## config.mk

```make
export PLATFORM = sky130hd
export DESIGN_NAME = ir_pulse_width_frame_receiver
export DESIGN_NICKNAME = d
export VERILOG_FILES = /design/src/hdl/irpwfr_pkg.sv /design/src/hdl/irpwfr_regs.sv /design/src/hdl/irpwfr_core.sv /design/src/hdl/ir_pulse_width_frame_receiver.sv
export SDC_FILE = /design/constraint.sdc
export NUM_CORES = 1
export LEC_CHECK = 0
export ABC_AREA = 0
export BUFFER_PORTS_ARGS = -buffer_cell sky130_fd_sc_hd__buf_2
export CORE_AREA = 3 3 96 98
export DETAILED_ROUTE_END_ITERATION = 10
export DIE_AREA = 0 0 99 101
export HOLD_SLACK_MARGIN = 0.05
export PLACE_DENSITY = 0.9
export SYNTH_ARGS = -nofsm -noshare
export SYNTH_HDL_FRONTEND = slang
export SYNTH_SLANG_ARGS = --single-unit
export TNS_END_PERCENT = 30
```

## constraint.sdc

```tcl
create_clock -name clk -period 4.8 [get_ports clk]
set_clock_uncertainty 0.2 [all_clocks]
set_input_delay 0.48 -clock clk [delete_from_list [all_inputs] [get_ports clk]]
set_output_delay 0.48 -clock clk [all_outputs]
set_load 0.01 [all_outputs]
```

## src/hdl/irpwfr_pkg.sv

```systemverilog
// ----------------------------------------------------------------------------
// irpwfr_pkg
// Types and constants shared by the IR pulse-width frame receiver.
// ----------------------------------------------------------------------------
package irpwfr_pkg;

	// default word length in bits
	localparam int WORD_BITS_DEF = 16;

	// gap thresholds in microseconds, before the mark time is subtracted
	localparam int unsigned T_LOW   = 316;
	localparam int unsigned T_HIGH  = 526;
	localparam int unsigned T_STOP  = 947;
	localparam int unsigned T_START = 1579;
	localparam int unsigned MIN_MARK = 100;
	localparam logic [3:0] LRC_SEED = 4'hF;

	localparam logic [8:0] MARK_DUR_RST = 9'd158;

	// config port
	localparam int PADDR_W = 3;
	localparam int PDATA_W = 32;
	typedef enum logic [0:0] {
		REG_MARK_DUR = 1'b0
	} reg_idx_t;

	typedef struct packed {
		logic        is_mark;
		logic [15:0] duration_us;
	} in_item_t;

	typedef struct packed {
		logic        new_message;
		logic [15:0] message_word;
		logic        receiving;
	} out_item_t;

	// step request from the pipeline into the decoder
	typedef struct packed {
		logic     step;
		in_item_t item;
	} core_ctl_t;

endpackage

```

## src/hdl/irpwfr_regs.sv

```systemverilog
// ----------------------------------------------------------------------------
// irpwfr_regs
// APB-style register file: holds the mark time.
// ----------------------------------------------------------------------------
module irpwfr_regs (
	input  logic                              clk,
	input  logic                              arst_n,
	input  logic                              psel,
	input  logic                              penable,
	input  logic                              pwrite,
	input  logic [irpwfr_pkg::PADDR_W-1:0]    paddr,
	input  logic [irpwfr_pkg::PDATA_W-1:0]    pwdata,
	output logic [irpwfr_pkg::PDATA_W-1:0]    prdata,
	output logic                              pready,
	output logic [8:0]                        mark_dur
);

	logic [8:0] mark_dur_q;
	logic       sel_mark;

	// register index is the word address
	assign sel_mark = (paddr[2] == irpwfr_pkg::REG_MARK_DUR);
	assign pready   = 1'b1;

	always_ff @(posedge clk or negedge arst_n) begin
		if (!arst_n) begin
			mark_dur_q <= irpwfr_pkg::MARK_DUR_RST;
		end else if (psel && penable && pwrite && sel_mark) begin
			mark_dur_q <= pwdata[8:0];
		end
	end

	always_comb begin
		prdata = '0;
		if (sel_mark) begin
			prdata = {{(irpwfr_pkg::PDATA_W-9){1'b0}}, mark_dur_q};
		end
	end

	assign mark_dur = mark_dur_q;

endmodule

```

## src/hdl/irpwfr_core.sv

```systemverilog
// ----------------------------------------------------------------------------
// irpwfr_core
// Frame decoder: classifies one pulse and updates the frame state.
// ----------------------------------------------------------------------------
module irpwfr_core #(
	parameter int WORD_BITS = irpwfr_pkg::WORD_BITS_DEF
) (
	input  logic                  clk,
	input  logic                  arst_n,
	input  logic [8:0]            mark_dur,
	input  irpwfr_pkg::core_ctl_t ctl,
	output irpwfr_pkg::out_item_t result
);

	localparam int NIBBLES = (WORD_BITS + 3) / 4;
	localparam int PAD_W   = NIBBLES * 4;
	localparam int EXT_W   = (WORD_BITS > 16) ? WORD_BITS : 16;

	logic                 reading_q;
	logic [WORD_BITS-1:0] shift_q;
	logic [4:0]           count_q;
	logic [WORD_BITS-1:0] last_q;

	logic                 reading_d;
	logic [WORD_BITS-1:0] shift_d;
	logic [4:0]           count_d;
	logic [WORD_BITS-1:0] last_d;
	logic                 fresh;

	logic [16:0]          sum;       // duration + mark time
	logic                 is_low, is_high, is_stop, is_start;
	logic [PAD_W-1:0]     padded;
	logic [3:0]           lrc;
	logic                 lrc_ok;
	logic [EXT_W-1:0]     last_ext;

	// t >= T - m  <=>  t + m >= T, no signed math needed
	assign sum      = {1'b0, ctl.item.duration_us} + {8'd0, mark_dur};
	assign is_low   = (sum >= 17'(irpwfr_pkg::T_LOW))  && (sum <= 17'(irpwfr_pkg::T_HIGH));
	assign is_high  = (sum >= 17'(irpwfr_pkg::T_HIGH)) && (sum <= 17'(irpwfr_pkg::T_STOP));
	assign is_stop  = (sum >= 17'(irpwfr_pkg::T_STOP)) && (sum <= 17'(irpwfr_pkg::T_START));
	assign is_start = (sum >= 17'(irpwfr_pkg::T_START));

	// check nibble: seed xor every nibble above the lowest
	assign padded = PAD_W'(shift_q);
	always_comb begin
		lrc = irpwfr_pkg::LRC_SEED;
		for (int n = 1; n < NIBBLES; n++) begin
			lrc = lrc ^ padded[4*n +: 4];
		end
	end
	assign lrc_ok = (lrc == padded[3:0]);

	always_comb begin
		reading_d = reading_q;
		shift_d   = shift_q;
		count_d   = count_q;
		last_d    = last_q;
		fresh     = 1'b0;
		if (ctl.item.is_mark) begin
			if (ctl.item.duration_us < 16'(irpwfr_pkg::MIN_MARK) && reading_q) begin
				reading_d = 1'b0;
				shift_d   = '0;
				count_d   = '0;
				last_d    = '0;
			end
		end else if (reading_q) begin
			if (is_low || is_high) begin
				// low wins on the shared boundary
				shift_d = {shift_q[WORD_BITS-2:0], !is_low};
				if (count_q != 5'd31) begin
					count_d = count_q + 5'd1;
				end
			end else if (is_stop && lrc_ok) begin
				fresh   = (last_q != shift_q);
				last_d  = shift_q;
				shift_d = '0;
				count_d = '0;
			end else begin
				reading_d = 1'b0;
				shift_d   = '0;
				count_d   = '0;
				last_d    = '0;
			end
		end else if (is_start) begin
			reading_d = 1'b1;
		end
	end

	always_ff @(posedge clk or negedge arst_n) begin
		if (!arst_n) begin
			reading_q <= 1'b0;
			shift_q   <= '0;
			count_q   <= '0;
			last_q    <= '0;
		end else if (ctl.step) begin
			reading_q <= reading_d;
			shift_q   <= shift_d;
			count_q   <= count_d;
			last_q    <= last_d;
		end
	end

	assign last_ext            = EXT_W'(last_d);
	assign result.new_message  = fresh;
	assign result.message_word = last_ext[15:0];
	assign result.receiving    = reading_d;

	// bits above the received count are still zero
	a_shift_clean: assert property (@(posedge clk) disable iff (!arst_n)
		(count_q < 5'(WORD_BITS)) |-> ((PAD_W'(shift_q) >> count_q) == '0))
		else $error("shift word has bits above bit count");
	// while waiting, nothing is collected
	a_idle_empty: assert property (@(posedge clk) disable iff (!arst_n)
		!reading_q |-> (shift_q == '0 && count_q == '0 && last_q == '0))
		else $error("idle decoder holds frame data");

endmodule

```

## src/hdl/ir_pulse_width_frame_receiver.sv

```systemverilog
// ----------------------------------------------------------------------------
// ir_pulse_width_frame_receiver
// Pulse-distance IR remote decoder with a 4-bit check nibble.
// ----------------------------------------------------------------------------
// Usage:
//  - Input channel (in_valid/in_stall/in_data): one measured pulse per
//    transfer, mark or gap, length in microseconds.
//  - Output channel (out_valid/out_stall/out_data): exactly one result per
//    pulse: new-message flag, last accepted word, receiving status.
//  - Config port (APB style): register 0 at byte address 0 is the mark time
//    subtracted from all gap thresholds. Write only while idle.
//  - The input register takes the pulse at its transfer edge; the result
//    register takes it once it is free, so out_valid rises only after the
//    pulse has passed both registers. One pulse per cycle while out_stall
//    is low; the decoder compares and updates its state combinationally,
//    stepped when its result is stored.
//  - Reset clears the frame state (waiting for start), the valid flags of
//    both pipeline registers, and loads the mark time default of 158 us.
//  - When the receiver stalls, the result register holds its transfer; the
//    input register still takes one more pulse, then in_stall rises.
// ----------------------------------------------------------------------------
module ir_pulse_width_frame_receiver #(
	parameter int WORD_BITS = irpwfr_pkg::WORD_BITS_DEF
) (
	input  logic                           clk,
	input  logic                           arst_n,
	// pulse input
	input  logic                           in_valid,
	output logic                           in_stall,
	input  irpwfr_pkg::in_item_t           in_data,
	// decode results
	output logic                           out_valid,
	input  logic                           out_stall,
	output irpwfr_pkg::out_item_t          out_data,
	// configuration
	input  logic                           psel,
	input  logic                           penable,
	input  logic                           pwrite,
	input  logic [irpwfr_pkg::PADDR_W-1:0] paddr,
	input  logic [irpwfr_pkg::PDATA_W-1:0] pwdata,
	output logic [irpwfr_pkg::PDATA_W-1:0] prdata,
	output logic                           pready
);

	logic                   valid_s1;
	irpwfr_pkg::in_item_t   item_s1;
	logic                   out_valid_q;
	irpwfr_pkg::out_item_t  out_q;
	logic                   advance;     // s1 item moves into the result register
	logic                   in_take;
	logic [8:0]             mark_dur;
	irpwfr_pkg::core_ctl_t  core_ctl;
	irpwfr_pkg::out_item_t  core_result;

	// result register frees up when empty or when its transfer completes
	assign advance  = valid_s1 && (!out_valid_q || !out_stall);
	assign in_stall = valid_s1 && !advance;
	assign in_take  = in_valid && !in_stall;

	irpwfr_regs u_regs (
		.clk       (clk),
		.arst_n    (arst_n),
		.psel      (psel),
		.penable   (penable),
		.pwrite    (pwrite),
		.paddr     (paddr),
		.pwdata    (pwdata),
		.prdata    (prdata),
		.pready    (pready),
		.mark_dur  (mark_dur)
	);

	assign core_ctl.step = advance;
	assign core_ctl.item = item_s1;

	// decoder state updates exactly when its result is stored
	irpwfr_core #(
		.WORD_BITS (WORD_BITS)
	) u_core (
		.clk       (clk),
		.arst_n    (arst_n),
		.mark_dur  (mark_dur),
		.ctl       (core_ctl),
		.result    (core_result)
	);

	// input register
	always_ff @(posedge clk or negedge arst_n) begin
		if (!arst_n) begin
			valid_s1 <= 1'b0;
		end else if (in_take || advance) begin
			valid_s1 <= in_take;
		end
	end

	always_ff @(posedge clk) begin
		if (in_take) begin
			item_s1 <= in_data;
		end
	end

	// result register
	always_ff @(posedge clk or negedge arst_n) begin
		if (!arst_n) begin
			out_valid_q <= 1'b0;
		end else if (advance) begin
			out_valid_q <= 1'b1;
		end else if (!out_stall) begin
			out_valid_q <= 1'b0;
		end
	end

	always_ff @(posedge clk) begin
		if (advance) begin
			out_q <= core_result;
		end
	end

	assign out_valid = out_valid_q;
	assign out_data  = out_q;

	// a new message is only reported with reception armed
	a_new_armed: assert property (@(posedge clk) disable iff (!arst_n)
		(out_valid_q && out_q.new_message) |-> out_q.receiving)
		else $error("new message reported while waiting for start");
	// abort or idle clears the reported word
	a_idle_zero: assert property (@(posedge clk) disable iff (!arst_n)
		(out_valid_q && !out_q.receiving) |-> (out_q.message_word == 16'd0))
		else $error("nonzero word while waiting for start");
	// a held result blocks the pipeline once the input register is full
	a_stall_full: assert property (@(posedge clk) disable iff (!arst_n)
		(valid_s1 && out_valid_q && out_stall) |-> in_stall)
		else $error("input taken with full pipeline");

endmodule
```

======== After elaboration in Yosys (flattened, before gate mapping) ========
Cells that the tools add are included.
word-level totals
  bits in registers ....................... 79
  output and inout bits ................... 53
  RAM bits ................................ 0
  bits in latches ......................... 0
  bits in read-only memories .............. 0
  input bits .............................. 59
  memories kept ........................... 0
cells by class
  reduce and logical (&&, ||, !) cells .... 22
  shift-type cells ........................ 0
  multipliers ............................. 0
  bitwise gates (word level) .............. 6
  eq/ne operators ......................... 4
  $lt $le $gt $ge ......................... 8
  muxes and demuxes ....................... 18
  divide/modulo/power cells ............... 0
  $add $sub $neg .......................... 1
operator list
  operator                number
  $mux W16                9
  $ge A17 B10 Y1 const B  2
  $le A17 B10 Y1 const B  2
  $add A16 B9 Y17         1
  $ge A17 B11 Y1 const B  1
  $ge A17 B9 Y1 const B   1
  $le A17 B11 Y1 const B  1
  $lt A16 B7 Y1 const B   1
  $ne A16 B16 Y1          1
  $logic_and A1 B1 Y1     11
  $mux W9                 1
  $mux W1                 8
  $xor A4 B4 Y4           2
  $logic_not A1 Y1        5
  $eq A4 B4 Y1            1
  $ne A2 B1 Y1 const B    2
  $not A4 Y4              1
  $reduce_or A4 Y1        1
  $logic_or A1 B1 Y1      3
  $not A1 Y1              3
  $reduce_and A3 Y1       1
  $reduce_bool A2 Y1      1

======== Longest topological paths before layout ========
  depth after elaboration ................. 9
  depth in mapped cells ................... 16
  depth with buffers taken out ............ 12

======== Modules after synthesis ========
Synthesis repeated with hierarchy kept, for this count alone.
unflattened totals
  cell total of the unflattened synthesis .. 405
  area, all modules ....................... 4481.8 sq um
by module, submodules not included
  module                         cells an instance  area an instance (sq um)  instances  sequential area each (sq um)
  irpwfr_core                    308                2715.1                    1          825.8
  ir_pulse_width_frame_receiver  43                 1143.6                    1          1101.1
  irpwfr_regs                    54                 623.1                     1          231.5

======== Worst setup path before layout ========
Ideal clock, no wire load.
  path kind ............................... register -> register
  start ................................... reg u_regs.mark_dur_q[1] (netlist: u_regs.mark_dur[1])
  end ..................................... reg u_core.last_q[7]
  cell stages (with the launch flop) ...... 16
  library setup time ...................... 0.066 ns
  arrival time ............................ 3.348 ns
  clock period less this slack ............ 3.614 ns
  buffers on the path ..................... 4
  setup slack ............................. 1.186 ns
  cell sequence ........................... dfstp_2 -> inv_1 -> fa_1 -> nor2b_1 -> o2111ai_1 -> and4_1 -> or3_1 -> buf_2 -> a2111o_1 -> a31oi_1 -> and4bb_1 -> buf_4 -> and2_1 -> buf_4 -> buf_6 -> a22o_1
between the ends
  longest elaborated chain between the ends .. 8
  elaborated cells between the ends (all ways) .. 16
  classes of those cells .................. add/sub: 1; order compare: 6; mux: 4; reduce/logical: 5
RTL lines
  item                                              RTL line            source
  start, declared                                   irpwfr_regs.sv:18   logic [8:0] mark_dur_q;
  start signal, assigned                            irpwfr_regs.sv:27   mark_dur_q <= irpwfr_pkg::MARK_DUR_RST;
  start signal, assigned                            irpwfr_regs.sv:29   mark_dur_q <= pwdata[8:0];
  $add A16 B9 Y17 *                                 irpwfr_core.sv:38   assign sum = {1'b0, ctl.item.duration_us} + {8'd0, mark_dur};
  $ge A17 B10 Y1 or $le A17 B11 Y1 (tied branches)  irpwfr_core.sv:41   assign is_stop = (sum >= 17'(irpwfr_pkg::T_STOP)) && (sum <= 17'(irpwfr_pkg::T_START));
  $logic_and A1 B1 Y1                               irpwfr_core.sv:41
  $logic_and A1 B1 Y1                               irpwfr_core.sv:74   end else if (is_stop && lrc_ok) begin
  $mux W16                                          irpwfr_core.sv:74
  $mux W16 *                                        irpwfr_core.sv:68   if (is_low || is_high) begin
  $mux W16 *                                        irpwfr_core.sv:67   end else if (reading_q) begin
  $mux W16 *                                        irpwfr_core.sv:60   if (ctl.item.is_mark) begin
  end signal, assigned                              irpwfr_core.sv:100  last_q <= last_d;
  end, declared                                     irpwfr_core.sv:22   logic [WORD_BITS-1:0] last_q;
Mark *: on every way between the ends. The rest lies on a longest branch, timed or not.
A chain may end at the register's enable or synchronous reset.

======== Final worst setup path ========
  start ................................... reg u_regs.mark_dur_q[1] (netlist: u_regs.mark_dur[1])
  end ..................................... reg u_core.last_q[3]
The elaborated chain is that of the path after synthesis.

==> key figures <==
CTS
  • CTS tree: yes
  • Bufs on Longest Clock Path: 2
  • Hold_buf cts: 0
  • CTS Buf Count: 9
  • CTS sink count: 79
  • CTS resizes: 0
  • Later-pin clock latency in the skew report: 0.37 ns
  • Worst-path clk slew: 0.09 ns
  • H-tree depth: 3
  • Root Driver: clkbuf_8
  • Post-CTS Setup Bufs: 0

Yosys
  • Synth Area per Inst: 10.4 um2
  • Sequential share of the synthesized area: 47.5%
  • Ys flop type: dfrtp_1
  • Area leader, netlist: edfxtp_1
  • Number of flops mapped to enable cells by yosys: 35
  • Post-synthesis register bit count: 79
  • Async set or reset register ratio after synthesis: 55.7%
  • Gate Count Post-Synth: 438
  • Top post-synthesis cells by area: edfxtp_1, dfrtp_1, a22o_1, buf_4, nand2_1
  • Synth top area share: 23.1%
  • Yosys cell types: 61
  • Mapped Area: 0.00455 mm2
  • Syn. warnings: 0

Route
  • DR DRC count: 0
  • Initial DRC Count: 231
  • Final ANT Viol Nets: 0
  • First-pass DRT Iterations: 5
  • WL final: 9030 um
  • Via Count: 3364
  • Drt wl/cell: 15.3 um
  • Vias per cell: 5.70

Power and ir drop
  • Power Density: 350 mW/mm2
  • Net Sw Frac: 34.4%
  • Leakage Power: 2.15 nW
  • Clock power share: 27.1%
  • Peak supply drop: 0.233 mV
  • Psw: 0.000595 W
  • P_int: 0.00113 W
  • Comb power frac: 27.2%
  • Flop pwr share: 45.6%

Critical path
  • Crit path max fanout: 16
  • Crit path max-delay family: simple AND/OR/NAND/NOR gates
  • Critical path type: register to register
  • Crit path capture type: register
  • Worst setup SP type: register
  • Worst path depth: 11
  • Critical path required time: 4.90 ns
  • CP bufs+invs: 1
  • Crit path largest cell delay: 0.55 ns
  • CP max stage cell: dfstp_2
  • Cells on worst reg2reg path: 11
  • Worst path arrival time: 4.20 ns
  • Critical Path, Cell by Cell: inv_1, fa_1, nor2b_1, o2111ai_1, and4_1, or3_1, a2111o_1, a31oi_1, and4bb_1, and2_1, a22o_1

Floorplanning
  • Area of the die: 0.0100 mm2
  • Core ar.: 0.00855 mm2
  • Starting Density: 53.2%
  • Row count: 34
  • Width of the die: 99 um
  • I/O pin cnt: 112
  • Die H: 101 um

Timing
  • Final Hold Fails: 0
  • Worst-Margin Slew: 0.982 ns
  • Max frequency: 244 MHz
  • Final setup viols: 0
  • Hold WS: 0.0663 ns
  • Setup Total Neg Slack: 0 ns
  • RSZ-0062 raised after global routing: no
  • Max Slew Vio Count: 0
  • Final WS setup: 0.697 ns
  • Fin crit period: 4.10 ns
  • Relative slew slack: 34.6%
  • Final Cycle Share: 85.5%

Final layout
  • Layout cell share with drive strength beyond 1: 20.5%
  • Layout fillers: 697
  • Diode count: 0
  • NumNets Final: 546
  • Most common cell after layout, fill and taps aside: buf_2
  • Final Util: 57.8%
  • Commonest non-fill, non-tap cells in the layout: buf_2, nand2_1, dfrtp_1
  • Synth-to-Final Area Change: 8.64%
  • Post-route insts no fill: 590

Place
  • Final HPWL DP: 6530 um
  • Number of I/O port buffers: 62
  • Pre-CTS WS: 0.767 ns
  • Post-Place Cells: 574
  • GPL Wtd Cong: 0.898

Global route
  • Aggregate global-route resource usage: 18.6%
  • Total gr overflow: 0
  • First-pass GRT wire length: 15000 um
  • Antenna violations before repair: 0
  • Vias in the first global route: 3210
  • Largest net degree at the start of global routing: 45

Min path
  • Hold/Removal Path Class: primary input to asynchronous set/reset pin

Outcome
  • Status: finished clean

Job
  • Maxcap violations: 0
-- per-stage QoR --
stage	power, W	area [um2]
CTS	0.00174	4940
floorplan	0.00117	4630
global route	0.00183	4940
global placement	0.00124	4760
detailed placement	0.00127	4760
finish	0.00173	4940
-- cell families (layout without fill, tap and decap cells) --
family | Yosys count | after routing | synth area share, %
and+or+nand+nor | 127 | 127 | 14.4
AOI/OAI and AO/OA | 108 | 108 | 17.6
DFF | 79 | 79 | 47.5
buffers and inverters | 66 | 88 | 8.12
xor gates and xnor gates | 36 | 36 | 6.93
adders and majority gates | 10 | 10 | 2.92
muxes | 10 | 10 | 2.45
other | 2 | 24 | 0.165
-- Yosys cell counts (all sizes together) (4+ instances only) --
library cell and number:
nand2 49, dfrtp 39, buf 37, edfxtp 35
a22o 33, o21ai 25, clkbuf 22, xnor2 19
xor2 17, nor2b 14, nor2 13, a21oi 12
nand4 12, ha 9, mux2 9, inv 7
nand3 7, dfstp 5, nand2b 5, o211ai 5
a211oi 4, and2 4, nor4 4, o2111ai 4
-- layer usage --
layer,part of all wire [%],GRT usage [%],vias up
met5,0,0,-
met2,51,33.0,129
li1,-,-,1618
met1,42,22.7,1605
met4,1.2,6.09,0
met3,5.8,3.88,12
-- registers in the layout, summed over array words and instances (netlist names) --
signal and cells:
out_valid 1, valid_s1 1, u_regs.mark_dur 9, core_ctl 17, u_core.last_q 16, u_core.reading_q 1, u_core.padded 16, out_data 18
-- layout make-up --
type | count | area, um2 | share of cell area [%]
clock buffer | 9 | 124 | 2.51
clock inverter | 7 | 61.3 | 1.24
inverter | 7 | 26.3 | 0.532
multi-input combinational | 315 | 2100 | 42.6
sequential | 79 | 2160 | 43.7
tap | 108 | 135 | 2.73
timing repair buffer | 65 | 333 | 6.74
-- power by group through the flow --
stage | combinational, W | sequential [W] | clock (W)
floorplan | 0.000372 | 0.000796 | 0
detailed placement | 0.000463 | 0.000803 | 0
finish | 0.000471 | 0.000789 | 0.000469
global route | 0.000524 | 0.000795 | 0.000513
CTS | 0.000466 | 0.000789 | 0.000481
global placement | 0.000445 | 0.000799 | 0
-- worst paths after layout --
| kind | start | to | slack (ns) |
|---|---|---|---|
| setup / recovery | u_regs.mark_dur[1] | u_core.last_q[3] | 0.70 |
| hold / removal | arst_n | valid_s1 | 0.07 |
| setup reg to reg | u_regs.mark_dur[1] | u_core.last_q[3] | 0.70 |
| hold reg to reg | valid_s1 | out_valid | 0.32 |
| max in group asynchronous | arst_n | u_core.reading_q | 3.72 |
| min in group clk | in_data[0] | core_ctl[0] | 0.09 |
-- worst reg2reg max path, stage by stage (launching register included) --
cell and delay, ns:
dfstp_2 0.55, inv_1 0.07, fa_1 0.47, nor2b_1 0.20, o2111ai_1 0.28, and4_1 0.28, or3_1 0.45, a2111o_1 0.39
a31oi_1 0.18, and4bb_1 0.24, and2_1 0.50, a22o_1 0.23
Note: power is estimated with default switching activity, not from simulation.
